<file path="src/rtl/akesc_pkg.sv">
// ----------------------------------------------------------------------------
// akesc_pkg
// Shared constants and the CSI number decode for the ANSI key escape parser.
// ----------------------------------------------------------------------------
package akesc_pkg;

  // Characters that steer the parser
  localparam logic [6:0] CHAR_ESC      = 7'h1B;
  localparam logic [6:0] CHAR_LBRACKET = 7'h5B;  // '['
  localparam logic [6:0] CHAR_UPPER_O  = 7'h4F;  // 'O'
  localparam logic [6:0] CHAR_TILDE    = 7'h7E;  // '~'
  localparam logic [6:0] CHAR_TWO      = 7'h32;  // '2'
  localparam logic [6:0] CHAR_ZERO     = 7'h30;
  localparam logic [6:0] CHAR_NINE     = 7'h39;
  localparam logic [6:0] CHAR_LOWER_A  = 7'h61;
  localparam logic [6:0] CHAR_LOWER_Z  = 7'h7A;
  localparam logic [6:0] CHAR_UPPER_P  = 7'h50;
  localparam logic [6:0] CHAR_UPPER_S  = 7'h53;
  localparam logic [6:0] CHAR_UPPER_A  = 7'h41;
  localparam logic [6:0] CHAR_UPPER_B  = 7'h42;
  localparam logic [6:0] CHAR_UPPER_C  = 7'h43;
  localparam logic [6:0] CHAR_UPPER_D  = 7'h44;
  localparam logic [6:0] CHAR_UPPER_F  = 7'h46;
  localparam logic [6:0] CHAR_UPPER_H  = 7'h48;

  // Key codes: scan code high byte, ascii low byte
  localparam logic [15:0] CODE_UP        = 16'h4800;
  localparam logic [15:0] CODE_DOWN      = 16'h5000;
  localparam logic [15:0] CODE_RIGHT     = 16'h4D00;
  localparam logic [15:0] CODE_LEFT      = 16'h4B00;
  localparam logic [15:0] CODE_END       = 16'h4F00;
  localparam logic [15:0] CODE_HOME      = 16'h4700;
  localparam logic [15:0] CODE_F1        = 16'h3B00;
  localparam logic [15:0] CODE_SHIFT_F1  = 16'h5400;
  localparam logic [15:0] HIGH_BYTE_MASK = 16'hFF00;

  localparam logic [15:0] ESCAPE_CODE_RESET = 16'h011B;
  localparam logic [7:0]  NUMBER_MAX        = 8'hFF;

  // Decode of the number in ESC [ number ~
  function automatic logic [15:0] csi_number_code(input logic [7:0] n);
    logic [15:0] code;
    unique case (n)
      8'd1:    code = 16'h4700;
      8'd3:    code = 16'h5300;
      8'd4:    code = 16'h4F00;
      8'd5:    code = 16'h4900;
      8'd6:    code = 16'h5100;
      8'd11:   code = 16'h3B00;
      8'd12:   code = 16'h3C00;
      8'd13:   code = 16'h3D00;
      8'd14:   code = 16'h3E00;
      8'd15:   code = 16'h3F00;
      8'd17:   code = 16'h4000;
      8'd18:   code = 16'h4100;
      8'd19:   code = 16'h4200;
      8'd20:   code = 16'h4300;
      8'd21:   code = 16'h4400;
      default: code = 16'h0000;
    endcase
    return code;
  endfunction

endpackage

</file>
<file path="src/rtl/ansi_key_escape_to_scancode_top.sv">
// Takes one 7-bit character per transaction (or an end-of-buffer mark) and
// turns ANSI terminal key sequences into 16-bit PC keyboard codes. A character
// is accepted every clock cycle unless stalled, and its key code, if any, is
// registered for output. The parse state and digit accumulator are
// updated in a single registered pass, and results go through a two-entry
// output buffer (output register plus skid register), so input keeps flowing
// while a result waits; the input stalls only when both entries are full.
// Characters that produce a zero code give no output transaction. The escape
// code register may be written through the configuration channel while idle.
// ----------------------------------------------------------------------------
// ansi_key_escape_to_scancode_top
// ANSI key escape sequence parser producing PC keyboard codes.
// ----------------------------------------------------------------------------
module ansi_key_escape_to_scancode_top
  import akesc_pkg::*;
(
  input  logic        clk,
  input  logic        rst,
  // input channel
  input  logic        in_valid,
  output logic        in_stall,
  input  logic [6:0]  char_value,
  input  logic        end_of_buffer,
  input  logic [15:0] lookup_code,
  // output channel
  output logic        out_valid,
  input  logic        out_stall,
  output logic [15:0] key_code,
  // configuration channel
  input  logic        cfg_valid,
  output logic        cfg_ready,
  input  logic [15:0] escape_key_code
);

  typedef enum logic [2:0] {
    MODE_PLAIN,
    MODE_ESC,
    MODE_CSI,
    MODE_SS3,
    MODE_SS3_SHIFT,
    MODE_ERROR
  } mode_t;

  mode_t       mode, mode_next;
  logic [7:0]  number, number_next;
  logic [15:0] esc_code;
  logic [15:0] code_next;
  logic [11:0] acc;
  logic        in_fire, out_fire, res_valid;
  logic        skid_valid;
  logic [15:0] skid_code;

  assign cfg_ready = 1'b1;
  assign in_stall  = skid_valid;
  assign in_fire   = in_valid && !in_stall;
  assign out_fire  = out_valid && !out_stall;
  assign res_valid = in_fire && (code_next != 16'h0000);

  // digit accumulate, saturated below
  assign acc = 12'(number) * 12'd10 + 12'(char_value[3:0]);

  // parse step
  always_comb begin
    mode_next   = mode;
    number_next = number;
    code_next   = 16'h0000;
    unique case (mode)
      MODE_ESC: begin
        if (end_of_buffer) begin
          mode_next = MODE_PLAIN;
          code_next = esc_code;
        end else if (char_value == CHAR_LBRACKET) begin
          mode_next   = MODE_CSI;
          number_next = 8'd0;
        end else if (char_value == CHAR_UPPER_O) begin
          mode_next = MODE_SS3;
        end else if (char_value >= CHAR_LOWER_A && char_value <= CHAR_LOWER_Z) begin
          mode_next = MODE_PLAIN;
          code_next = lookup_code & HIGH_BYTE_MASK;
        end else begin
          mode_next = MODE_ERROR;
        end
      end
      MODE_CSI: begin
        mode_next = MODE_PLAIN;
        if (end_of_buffer) begin
          code_next = 16'h0000;
        end else if (char_value == CHAR_UPPER_A) begin
          code_next = CODE_UP;
        end else if (char_value == CHAR_UPPER_B) begin
          code_next = CODE_DOWN;
        end else if (char_value == CHAR_UPPER_C) begin
          code_next = CODE_RIGHT;
        end else if (char_value == CHAR_UPPER_D) begin
          code_next = CODE_LEFT;
        end else if (char_value == CHAR_UPPER_F) begin
          code_next = CODE_END;
        end else if (char_value == CHAR_UPPER_H) begin
          code_next = CODE_HOME;
        end else if (char_value == CHAR_TILDE) begin
          code_next = csi_number_code(number);
        end else if (char_value >= CHAR_ZERO && char_value <= CHAR_NINE) begin
          mode_next   = MODE_CSI;
          number_next = (acc > 12'(NUMBER_MAX)) ? NUMBER_MAX : acc[7:0];
        end else begin
          mode_next = MODE_ERROR;
        end
      end
      MODE_SS3: begin
        if (end_of_buffer) begin
          mode_next = MODE_PLAIN;
        end else if (char_value >= CHAR_UPPER_P && char_value <= CHAR_UPPER_S) begin
          mode_next = MODE_PLAIN;
          code_next = CODE_F1 + {6'd0, char_value[1:0], 8'd0};
        end else if (char_value == CHAR_TWO) begin
          mode_next = MODE_SS3_SHIFT;
        end else begin
          mode_next = MODE_ERROR;
        end
      end
      MODE_SS3_SHIFT: begin
        if (end_of_buffer) begin
          mode_next = MODE_PLAIN;
        end else if (char_value >= CHAR_UPPER_P && char_value <= CHAR_UPPER_S) begin
          mode_next = MODE_PLAIN;
          code_next = CODE_SHIFT_F1 + {6'd0, char_value[1:0], 8'd0};
        end else begin
          mode_next = MODE_ERROR;
        end
      end
      MODE_ERROR: begin
        if (end_of_buffer) begin
          mode_next = MODE_PLAIN;
        end
      end
      default: begin
        // plain mode, and the unused codes
        mode_next = (!end_of_buffer && char_value == CHAR_ESC) ? MODE_ESC : MODE_PLAIN;
        if (!end_of_buffer && char_value != CHAR_ESC) begin
          code_next = lookup_code;
        end
      end
    endcase
  end

  // parse state and configuration
  always_ff @(posedge clk) begin
    if (rst) begin
      mode     <= MODE_PLAIN;
      number   <= 8'd0;
      esc_code <= ESCAPE_CODE_RESET;
    end else begin
      if (in_fire) begin
        mode   <= mode_next;
        number <= number_next;
      end
      if (cfg_valid && cfg_ready) begin
        esc_code <= escape_key_code;
      end
    end
  end

  // output register with skid entry
  always_ff @(posedge clk) begin
    if (rst) begin
      out_valid  <= 1'b0;
      skid_valid <= 1'b0;
    end else if (skid_valid) begin
      if (out_fire) begin
        key_code   <= skid_code;
        skid_valid <= 1'b0;
      end
    end else if (res_valid) begin
      if (!out_valid || out_fire) begin
        out_valid <= 1'b1;
        key_code  <= code_next;
      end else begin
        skid_valid <= 1'b1;
        skid_code  <= code_next;
      end
    end else if (out_fire) begin
      out_valid <= 1'b0;
    end
  end

  // checks
  a_skid_needs_out: assert property (@(posedge clk) disable iff (rst)
    skid_valid |-> out_valid)
    else $error("skid entry held while output register empty");

  a_code_nonzero: assert property (@(posedge clk) disable iff (rst)
    out_valid |-> key_code != 16'h0000)
    else $error("zero key code presented");

  a_skid_holds: assert property (@(posedge clk) disable iff (rst)
    skid_valid && !out_fire |=> skid_valid && $stable(skid_code))
    else $error("skid entry lost or changed while output stalled");

  a_reset_state: assert property (@(posedge clk)
    rst |=> mode == MODE_PLAIN && number == 8'd0 && !out_valid && !skid_valid)
    else $error("reset did not clear parser state");

  a_error_silent: assert property (@(posedge clk) disable iff (rst)
    in_fire && mode == MODE_ERROR |-> !res_valid)
    else $error("result produced while discarding a bad sequence");

endmodule
</file>
<file path="config.mk">
export PLATFORM = sky130hd
export DESIGN_NAME = ansi_key_escape_to_scancode_top
export DESIGN_NICKNAME = d
export VERILOG_FILES = /design/src/rtl/akesc_pkg.sv /design/src/rtl/ansi_key_escape_to_scancode_top.sv
export SDC_FILE = /design/constraint.sdc
export NUM_CORES = 1
export LEC_CHECK = 0
export BUFFER_PORTS_ARGS = -buffer_cell sky130_fd_sc_hd__buf_2
export CORE_MARGIN = 4
export CORE_UTILIZATION = 58
export CTS_CLUSTER_DIAMETER = 120
export DETAILED_ROUTE_END_ITERATION = 7
export HOLD_SLACK_MARGIN = 0.08
export MAX_ROUTING_LAYER = met4
export PLACE_DENSITY = 0.81
export SYNTH_ARGS = -nofsm -noshare
export SYNTH_HDL_FRONTEND = slang
export SYNTH_SLANG_ARGS = --single-unit
export TNS_END_PERCENT = 100
</file>
<file path="constraint.sdc">
create_clock -name clk -period 4.8 [get_ports clk]
set_input_delay 0.24 -clock clk [delete_from_list [all_inputs] [get_ports clk]]
set_output_delay 0.24 -clock clk [all_outputs]
set_load 0.01 [all_outputs]
</file>
==> metrics.md, run 1 <==
| Metric | Value |
|---|---|
| Status | `completed` |
| Cell accounting for the most synthesized area | `edfxtp_1` |
| Avg Cell Area, Syn | `10.0 µm²` |
| Initial antenna violation count | `0` |
| Clock root buffer | `clkbuf_8` |
| Ys flop type | `dfxtp_1` |
| Starting Density | `0.592` |
| Data arrival, critical path | `3.99 ns` |
| Clk Latency, worst-skew pair | `approximately 0.35 ns` |
| First-pass GRT wire length | `15.7 mm` |
| Multi-input gate area | `2460 µm²` |
| WP buf/inv | `0` |
| Setup Crit Path Kind | `reg2reg` |
| Syn. warnings | `0` |
| Synth Net Count | `494` |
| RePlAce Congestion | `slightly above 0.9` |
| Setup bufs post-CTS | `0` |
| Slew @ Worst Pin | `0.904 ns` |
| Post-synth top cells | `nor2_1 (40), dfxtp_1 (36), edfxtp_1 (32)` |
| Post-route minimum period | `3.76 ns` |
| Setup-failing EPs final | `0` |
| Fill cells | `585` |
| Die area | `~9000 µm²` |
| H-tree depth | `3` |
| CTS tree | `done` |
| Largest net degree at the start of global routing | `38` |
| CP Data Required Time | `5.03 ns` |
| Nets | `545` |
| EDFF count, synth | `32` |
| CTS buffer count | `9` |
| Per-cell routed wire length | `17.0 µm` |
| Setup crit start | `number[1]` |
| Critical Path Source Type | `flop` |
| First-pass DRT Iterations | `6` |
| Slew Limit Fails | `0` |
| Post-route ant nets | `0` |
| Setup Skew | `0.0120 ns` |
| Hpwl dp | `between 7 and 8 mm` |
| Post-CTS Hold Fix Bufs | `0` |
| Critical path cell sequence | `ha_1 > ha_1 > fa_1 > xnor2_1 > or2_1 > nor4_2 > mux2i_1 > o22ai_2 > or3_1 > a21oi_1 > nor4b_2` |
| Crit path depth | `11` |
| Synth top area cells | `edfxtp_1 (22%), dfxtp_1 (17%), ha_1 (5.9%)` |
| Resized Gates After CTS | `0` |
| Sink Count | `68` |
| Hold Fails Final Rpt | `0` |
| Final worst slack | `a little over 1 ns` |
| CP top delay family | `simple AND/OR/NAND/NOR gates` |
| Total Neg Setup Slack | `0 ns` |
| Total number of vias | `around 3500` |
| FF+latch count, synth | `68` |
| Power Dens Cells | `286 nW/µm²` |
| Vias in the first global route | `~3200` |
| Clk buf depth | `2` |
| Pre-CTS WS | `1.04 ns` |
| CP max stage cell | `mux2i_1` |
| Biggest cell delay along the critical path | `0.65 ns` |
| Period utilization | `0.784` |
| WL final | `9.87 mm` |
| # DRC | `0` |
| Seq/Total Area, Yosys | `0.394` |
| # diodes | `0` |
| Count leader, synth | `nor2_1` |
| Synth cell types | `79` |
| Grt ovf | `0` |
| Min-Delay Path Class | `in2reg` |
| Max Fclk | `266 MHz` |
| MaxCap Viol Count | `0` |
| Mapped Cells | `427` |
| Core area | `7210 µm²` |
| I/O pin count | `64` |
| DIE WIDTH | `93.8 µm` |
| Clock slew at reported path FFs | `~0.07 ns` |
| Reg area | `1680 µm²` |
| Crit Path Max Fanout | `8` |
| Overall Global Routing Usage | `0.234` |
| Synthesis-to-layout area growth | `13.7%` |
| CP Capture Type | `flop` |
| RSZ-0062 raised after global routing | `false` |
| CP dominant cell by count | `ha_1` |
| R2r setup slk | `approximately 1.0 ns` |
| Number of buffers added on ports | `62` |
| Drt via density | `around 6.0` |
| Top-area cell type share of the netlist area | `0.225` |
| Row Count | `31` |
| Die Ht | `93.8 µm` |
| Detailed Route Iter0 Violations | `194` |
| P_leak | `2.00 nW` |
| Reg2Reg Depth | `11` |
| Mapped Area | `4270 µm²` |
| FFs w/ async S/R, synth | `0` |
| Layout cell share with drive strength beyond 1 | `0.255` |
| Worst r2r src | `number[1]` |
| Worst VDD drop | `0.170 mV` |
| Slew HR | `0.393` |
==> placed cells by master, fill, tap and decap left out, drive strengths merged, types with 3 or more instances in the layout <==
cell    instances
or2             6
nor2           41
bufinv          3
a21o            6
mux2           17
nand2          24
buf            64
and3            5
o21bai          3
ha             20
nand2b          7
a211oi          6
and2            4
mux2i          13
clkbuf         10
o211ai          4
a221o           5
o21ai          23
xnor2           6
nand3           6
dfxtp          36
nor3           11
a22o           14
and3b           3
a21oi          19
nor4            5
inv             8
nand4           4
edfxtp         32
a211o          11
nand3b          6
nor2b          12
nor4b           5
o22ai           5
==> cells by family after synthesis <==
kind of cell / share of synthesized area
buf+inv: 0.0328
xor+xnor: 0.0123
simple gates: 0.203
flops: 0.394
other cells: 0.000878
compound gates: 0.215
mux: 0.0753
fa+ha+maj: 0.0679
==> layer usage <==
layer / part of all wire / GRT usage / vias up
met4: 0.012 / 0.0650 / 0
li1: - / - / 1723
met1: 0.45 / 0.296 / 1631
met5: 0 / - / -
met3: 0.055 / 0.0417 / 11
met2: 0.48 / 0.387 / 119
==> power by group <==
group | switching (mW) | total (mW) | internal, mW
Sequential | 0.0165 | 0.651 | 0.635
Combinational | 0.0941 | 0.171 | 0.0770
Clock | 0.222 | 0.568 | 0.346
==> per-stage QoR <==
step	power, mW	cells	cell area [µm²]	utilization	hold slack, ns
6_report	1.39	582	4860	0.673	0.104
5_1_grt	1.44	582	4860	0.673	0.105
4_1_cts	1.40	582	4860	0.673	0.0954
3_5_place_dp	0.833	566	4620	0.640	0.458
3_3_place_gp	0.829	566	4620	0.640	0.449
2_1_floorplan	0.775	427	4270	-	0.358
==> worst min-delay path by stage <==
| stage | start | endpoint | slack, ns | cells after the start |
|---|---|---|---|---|
| 2_1_floorplan | escape_key_code[0] | esc_code[0] | 0.36 | 1 |
| 3_3_place_gp | escape_key_code[3] | esc_code[3] | 0.45 | 2 |
| 3_5_place_dp | escape_key_code[1] | esc_code[1] | 0.46 | 2 |
| 4_1_cts | escape_key_code[1] | esc_code[1] | 0.1 | 2 |
| 5_1_grt | escape_key_code[8] | esc_code[8] | 0.11 | 2 |
| 6_report | escape_key_code[1] | esc_code[1] | 0.10 | 2 |
==> cell type report <==
class                      instances  area share
sequential                        68       0.346
multi-input combinational        328       0.507
clock inverter                     6      0.0229
inverter                           7     0.00541
timing repair buffer              64      0.0670
clock buffer                      10      0.0263
tap                               99      0.0255
(Power assumes the default switching activity.)
==> run 2, diff against run 1 <==
--- a/config.mk
+++ b/config.mk
@@ -7,12 +7,12 @@
 export LEC_CHECK = 0
 export BUFFER_PORTS_ARGS = -buffer_cell sky130_fd_sc_hd__buf_2
 export CORE_MARGIN = 4
-export CORE_UTILIZATION = 58
+export CORE_UTILIZATION = 52
 export CTS_CLUSTER_DIAMETER = 120
 export DETAILED_ROUTE_END_ITERATION = 7
 export HOLD_SLACK_MARGIN = 0.08
 export MAX_ROUTING_LAYER = met4
-export PLACE_DENSITY = 0.81
+export PLACE_DENSITY = 0.77
 export SYNTH_ARGS = -nofsm -noshare
 export SYNTH_HDL_FRONTEND = slang
 export SYNTH_SLANG_ARGS = --single-unit
==> constraint.sdc (replaced) <==
create_clock -name clk -period 3.3 [get_ports clk]
set_input_delay 0.165 -clock clk [delete_from_list [all_inputs] [get_ports clk]]
set_output_delay 0.165 -clock clk [all_outputs]
set_load 0.01 [all_outputs]
==> run 2 against run 1 <==
Compared with the run above:
- worst setup slack got worse by 0.92 ns
- final cell count increased by 9.6%
- core utilization rose by 1.8 points
- non-clock buffer count rose by 53
- highest routed layer unchanged
==> metrics.md, run 2 (synthesis gave the netlist of run 1 again) <==
| Metric | Value |
|---|---|
| Status | `completed` |
| Synthesis-to-layout area growth | `26.9%` |
| Power share of the combinational group | `0.156 (+0.033)` |
| Period utilization | `0.965 (+0.181)` |
| Cell area after layout | `5420 µm² (+12%)` |
| Vias in the first global route | `3671 (+13%)` |
| P_leak | `2.25 nW (+12%)` |
| Post-route minimum period | `3.19 ns (-0.578 ns)` |
| Layout cell share with drive strength beyond 1 | `0.345 (+0.0905)` |
| Fill cells | `602 (+2.9%)` |
| Switching Fraction | `0.264 (+0.0251)` |
| Fin util | `0.691 (+0.0177)` |
| Die area | `9730 µm² (+11%)` |
| Psw | `510 µW (+53%)` |
| Initial antenna violation count | `0 (unchanged)` |
| Total number of vias | `3698 (+6.1%)` |
| First-pass DRT Iterations | `4 (-2)` |
| Sink Count | `68 (unchanged)` |
| Clock root buffer | `clkbuf_8` |
| CTS tree | `done` |
| I/O pin count | `64 (unchanged)` |
| Row Count | `32 (+3.2%)` |
| Core area | `7850 µm² (+8.8%)` |
| Data arrival, critical path | `3.40 ns (-0.59 ns)` |
| MaxCap Viol Count | `0 (unchanged)` |
| # diodes | `0 (unchanged)` |
| CP Data Required Time | `3.51 ns (-1.52 ns)` |
| Biggest cell delay along the critical path | `0.58 ns (-0.07 ns)` |
| Drt via density | `5.80 (-3.2%)` |
| Post-route ant nets | `0 (unchanged)` |
| Starting Density | `0.544 (-0.0478)` |
| CP top delay family | `adder cells` |
| Int Pwr | `1.42 mW (+34%)` |
| Setup Skew | `0.00943 ns (-0.00258 ns)` |
| # DRC | `0 (unchanged)` |
| Setup-failing EPs final | `0 (unchanged)` |
| Pre-CTS WS | `-0.0603 ns (-1.10 ns)` |
| Hpwl dp | `8.06 mm (+7.9%)` |
| Per-cell routed wire length | `17.0 µm (+0.29%)` |
| H-tree depth | `3 (unchanged)` |
| Max Fclk | `314 MHz (+18%)` |
| WL final | `10.9 mm (+9.9%)` |
| DIE WIDTH | `98.6 µm (+5.1%)` |
| Clk buf depth | `2 (unchanged)` |
| CP Capture Type | `flop` |
| Slew Limit Fails | `0 (unchanged)` |
| Flop pwr share | `0.487 (+0.019)` |
| Worst VDD drop | `0.181 mV (+6.4%)` |
| Overall Global Routing Usage | `0.234 (about the same)` |
| Most common cell after layout, fill and taps aside | `buf_2` |
| Slew HR | `0.517 (+0.124)` |
| Crit Path Max Fanout | `5 (-3)` |
| Nets | `598 (+9.7%)` |
| Grt ovf | `0 (unchanged)` |
| RePlAce Congestion | `0.934 (+2.7%)` |
| Detailed Route Iter0 Violations | `216 (+11%)` |
| Die Ht | `98.6 µm (+5.1%)` |
| Hold Fails Final Rpt | `0 (unchanged)` |
| Most frequent cells in the layout | `buf_2 (62), buf_4 (40), nor2_1 (38)` |
| Min-Delay Path Class | `in2reg` |
| Largest net degree at the start of global routing | `37 (-2.6%)` |
| WP buf/inv | `2 (+2)` |
| CP max stage cell | `fa_2` |
| Setup Crit Path Kind | `reg2reg` |
| Power Dens Cells | `356 nW/µm² (+24%)` |
| Clock slew at reported path FFs | `0.08 ns (about the same)` |
| Critical path cell sequence | `ha_4 > ha_4 > fa_2 > nand2_2 > or2_4 > nor4_4 > buf_4 > mux2_4 > a21o_4 > buf_4 > a21oi_4 > a2111oi_4` |
| Number of buffers added on ports | `62 (unchanged)` |
| Power share of the clock group | `0.357 (-0.052)` |
| Placed cell areas | `4890 µm² (+5.8%)` |
| Slew @ Worst Pin | `0.722 ns (-0.182 ns)` |
| Critical Path Source Type | `flop` |
| CTS buffer count | `9 (unchanged)` |
| First-pass GRT wire length | `17.7 mm (+13%)` |
| RSZ-0062 raised after global routing | `false` |
| Final worst slack | `0.114 ns (-0.922 ns)` |
| Clk Latency, worst-skew pair | `0.35 ns (about the same)` |
==> run 2: changes by cell type in the layout (fill, tap and decap cells not counted), moves of 3 or more <==
cell / previous run / this run
dfxtp_1: 36 / 31
ha_1: 20 / 17
dlygate4sd3_1: 0 / 14
dfxtp_2: 0 / 5
buf_4: 2 / 40
==> run 2: per-stage QoR <==
stage	instances	power (mW)	setup TNS (ns)	hold slack, ns
after floorplan	427	1.13	0	0.283
after detailed placement	602	1.24	-0.165	0.381
after global placement	602	1.23	-0.0441	0.372
after CTS	638	1.94	0	0.0870
final	638	1.93	0	0.0872
after global routing	638	2.01	0	0.117
==> run 2: path summary, 6_finish.rpt <==
check	from	to	slack [ns]	cells after the start
max	number[3]	flop	0.11	12
min	escape_key_code[12]	esc_code[12]	0.09	3
max reg2reg	number[3]	flop	0.11	12
min reg2reg	esc_code[15]	esc_code[15]	0.50	2
==> run 2: timing repair <==
item                                    4_1_cts  5_1_grt
hold buffers                                 14        0
endpoints found under the setup margin        4       23
gates resized for setup                      23       11
pin swaps                                    10        2
hold endpoints to repair                     14        0
setup buffers                                 6        0
==> run 2: per-layer routing <==
layer | up-vias | global-route usage | routed length [µm]
met5 | - | - | 0
met3 | 18 | 0.0361 | 506
met4 | 0 | 0.0788 | 194
li1 | 1827 | - | -
met1 | 1760 | 0.283 | 4610
met2 | 93 | 0.398 | 5540
==> run 2: area by class of cell <==
| cell class | count | area [µm²] | area share |
|---|---|---|---|
| Multi-Input combinational cell | 328 | 2610 | 0.482 |
| Sequential cell | 68 | 1690 | 0.311 |
| Timing Repair Buffer | 117 | 771 | 0.142 |
| Tap cell | 102 | 128 | 0.0235 |
| Clock buffer | 9 | 124 | 0.0228 |
| Clock inverter | 7 | 75.1 | 0.0138 |
| Inverter | 7 | 26.3 | 0.00484 |
==> run 2: power by group through the flow <==
stage	sequential [mW]	clock [mW]	combinational [mW]
2_1_floorplan	0.963	0	0.166
3_3_place_gp	0.958	0	0.276
3_5_place_dp	0.960	0	0.282
4_1_cts	0.941	0.702	0.298
5_1_grt	0.945	0.738	0.327
6_report	0.941	0.689	0.301
==> run 2: tightest hold or removal path: stages <==
cell	delay (ns)
buf_2	0.08
mux2i_1	0.06
nor2_1	0.09
==> run 3, diff against run 2 <==
--- a/config.mk
+++ b/config.mk
@@ -7,12 +7,12 @@
 export LEC_CHECK = 0
 export BUFFER_PORTS_ARGS = -buffer_cell sky130_fd_sc_hd__buf_2
 export CORE_MARGIN = 4
-export CORE_UTILIZATION = 52
+export CORE_UTILIZATION = 59
 export CTS_CLUSTER_DIAMETER = 120
 export DETAILED_ROUTE_END_ITERATION = 7
 export HOLD_SLACK_MARGIN = 0.08
 export MAX_ROUTING_LAYER = met4
-export PLACE_DENSITY = 0.77
+export PLACE_DENSITY = 0.84
 export SYNTH_ARGS = -nofsm -noshare
 export SYNTH_HDL_FRONTEND = slang
 export SYNTH_SLANG_ARGS = --single-unit
==> constraint.sdc (replaced) <==
create_clock -name clk -period 3.78 [get_ports clk]
set_input_delay 0.189 -clock clk [delete_from_list [all_inputs] [get_ports clk]]
set_output_delay 0.189 -clock clk [all_outputs]
set_load 0.01 [all_outputs]
==> run 3 against run 2 <==
Compared with the run above:
- power shrank 13%
- clock power shrank 11%
- sequential share of layout area grew 3.0 points
- count of clock-buffer cells in the layout is the same
- largest cell class unchanged
- largest power group unchanged
==> metrics.md, run 3 (synthesis gave the netlist of run 1 again) <==
| Metric | Value |
|---|---|
| Layout cell share with drive strength beyond 1 | `0.257 (-0.0886)` |
| Period utilization | `0.924 (-0.0411)` |
| Clk Latency, worst-skew pair | `0.36 ns (about the same)` |
| Vias in the first global route | `3541 (-3.5%)` |
| Setup bufs post-CTS | `0 (-6)` |
| Final worst slack | `0.286 ns (+0.172 ns)` |
| Total number of vias | `3703 (+0.14%)` |
| WL final | `10.7 mm (-1.2%)` |
| CTS tree | `done` |
| Most frequent cells in the layout | `buf_2 (62), nor2_1 (40), dfxtp_1 (36)` |
| Power Dens Cells | `340 nW/µm² (-4.6%)` |
| Overall Global Routing Usage | `0.260 (+0.0260)` |
| Number of buffers added on ports | `62 (unchanged)` |
| RSZ-0062 raised after global routing | `false` |
| Worst VDD drop | `0.239 mV (+32%)` |
| Hold Crit Depth | `3 (unchanged)` |
| Data arrival, critical path | `3.46 ns (+0.06 ns)` |
| Nets | `557 (-6.9%)` |
| H-tree depth | `3 (unchanged)` |
| Post-route minimum period | `3.49 ns (+0.308 ns)` |
| First-pass DRT Iterations | `5 (+1)` |
| Post-route ant nets | `0 (unchanged)` |
| Die area | `8670 µm² (-11%)` |
| Initial antenna violation count | `0 (unchanged)` |
| Hpwl dp | `7.88 mm (-2.3%)` |
| Reg2Reg Depth | `8 (-4)` |
| Setup Skew | `0.00669 ns (-0.00274 ns)` |
| Slew Limit Fails | `0 (unchanged)` |
| I/O pin count | `64 (unchanged)` |
| Die Ht | `93.1 µm (-5.6%)` |
| Placed cell areas | `4640 µm² (-5.1%)` |
| CP Capture Type | `flop` |
| Starting Density | `0.619 (+0.0742)` |
| Largest net degree at the start of global routing | `38 (+2.7%)` |
| Hold Fails Final Rpt | `0 (unchanged)` |
| Total Neg Setup Slack | `0 ns (unchanged)` |
| CP Data Required Time | `3.75 ns (+0.24 ns)` |
| Cell area after layout | `4930 µm² (-9.2%)` |
| Clock slew at reported path FFs | `0.08 ns (about the same)` |
| Per-cell routed wire length | `18.1 µm (+6.6%)` |
| Slew HR | `0.192 (-0.325)` |
| Drt via density | `6.27 (+8.1%)` |
| Most common cell after layout, fill and taps aside | `buf_2` |
| Pre-CTS WS | `0.204 ns (+0.264 ns)` |
| Sink Count | `68 (unchanged)` |
| RePlAce Congestion | `0.937 (+0.35%)` |
| Resized Gates After CTS | `0 (-100%)` |
| # diodes | `0 (unchanged)` |
| Crit Path Max Fanout | `16 (+11)` |
| Max Fclk | `286 MHz (-8.8%)` |
| Clk buf depth | `2 (unchanged)` |
| P_leak | `2.04 nW (-9.3%)` |
| Grt ovf | `0 (unchanged)` |
| CTS buffer count | `9 (unchanged)` |
| Min-Delay Path Class | `in2reg` |
| Fin util | `0.713 (+0.0222)` |
| Row Count | `30 (-6.3%)` |
| Overall Power | `1.67 mW (-13%)` |
| First-pass GRT wire length | `17.3 mm (-2.8%)` |
| Synthesis-to-layout area growth | `15.3%` |
| Status | `completed` |
| DIE WIDTH | `93.1 µm (-5.6%)` |
| MaxCap Viol Count | `0 (unchanged)` |
| # DRC | `0 (unchanged)` |
| Clock root buffer | `clkbuf_8` |
| Core area | `6910 µm² (-12%)` |
| Slew @ Worst Pin | `1.21 ns (+0.483 ns)` |
| Setup-failing EPs final | `0 (unchanged)` |
| Setup Crit Path Kind | `reg2reg` |
| Critical Path Source Type | `flop` |
| Detailed Route Iter0 Violations | `279 (+29%)` |
==> run 3: per-layer routing <==
metal / wire (µm) / global-route usage / up-vias
met5: 0 / - / -
met2: 5290 / 0.443 / 173
met3: 757 / 0.0531 / 35
met4: 261 / 0.0855 / 0
met1: 4410 / 0.308 / 1751
li1: - / - / 1744
==> run 3: layout make-up <==
type                            count  area, µm²
Fill cell                         550       1980
Sequential cell                    68       1680
Clock inverter                      7       75.1
Multi-Input combinational cell    328       2460
Clock buffer                        9        124
Timing Repair Buffer               76        438
Inverter                            7       26.3
Tap cell                           96        120
==> run 3: per-stage QoR <==
stage          hold WS [ns]  std cells
2_1_floorplan         0.307        427
3_3_place_gp          0.394        566
3_5_place_dp          0.404        566
4_1_cts              0.0818        591
5_1_grt               0.121        591
6_report             0.0849        591
==> run 3: path summary, 6_finish.rpt <==
check | from | slack (ns) | end
setup / recovery | mode[1] | 0.29 | skid_code[14]
hold / removal | escape_key_code[9] | 0.08 | esc_code[9]
setup reg to reg | mode[1] | 0.29 | skid_code[14]
hold reg to reg | esc_code[9] | 0.51 | esc_code[9]
==> run 3: where the power goes <==
group	leakage (nW)	internal (mW)	switching (mW)	total, mW
Clock	0.104	0.309	0.307	0.616
Combinational	1.35	0.104	0.126	0.230
Sequential	0.591	0.806	0.0226	0.829
==> run 3: worst max-delay path: stages (launching register included) <==
cell	delay [ns]
dfxtp_1	0.57
and2_1	0.21
nor2_1	0.06
nor3_2	0.48
o21bai_4	0.29
a221o_1	0.25
nor4_2	0.08
a31o_2	0.27
nor3_2	0.91
==> run 3: repair_timing <==
item                                    4_1_cts  5_1_grt
endpoints found under the hold margin         9        0
hold buffers                                  9        0
endpoints found under the setup margin        0        0
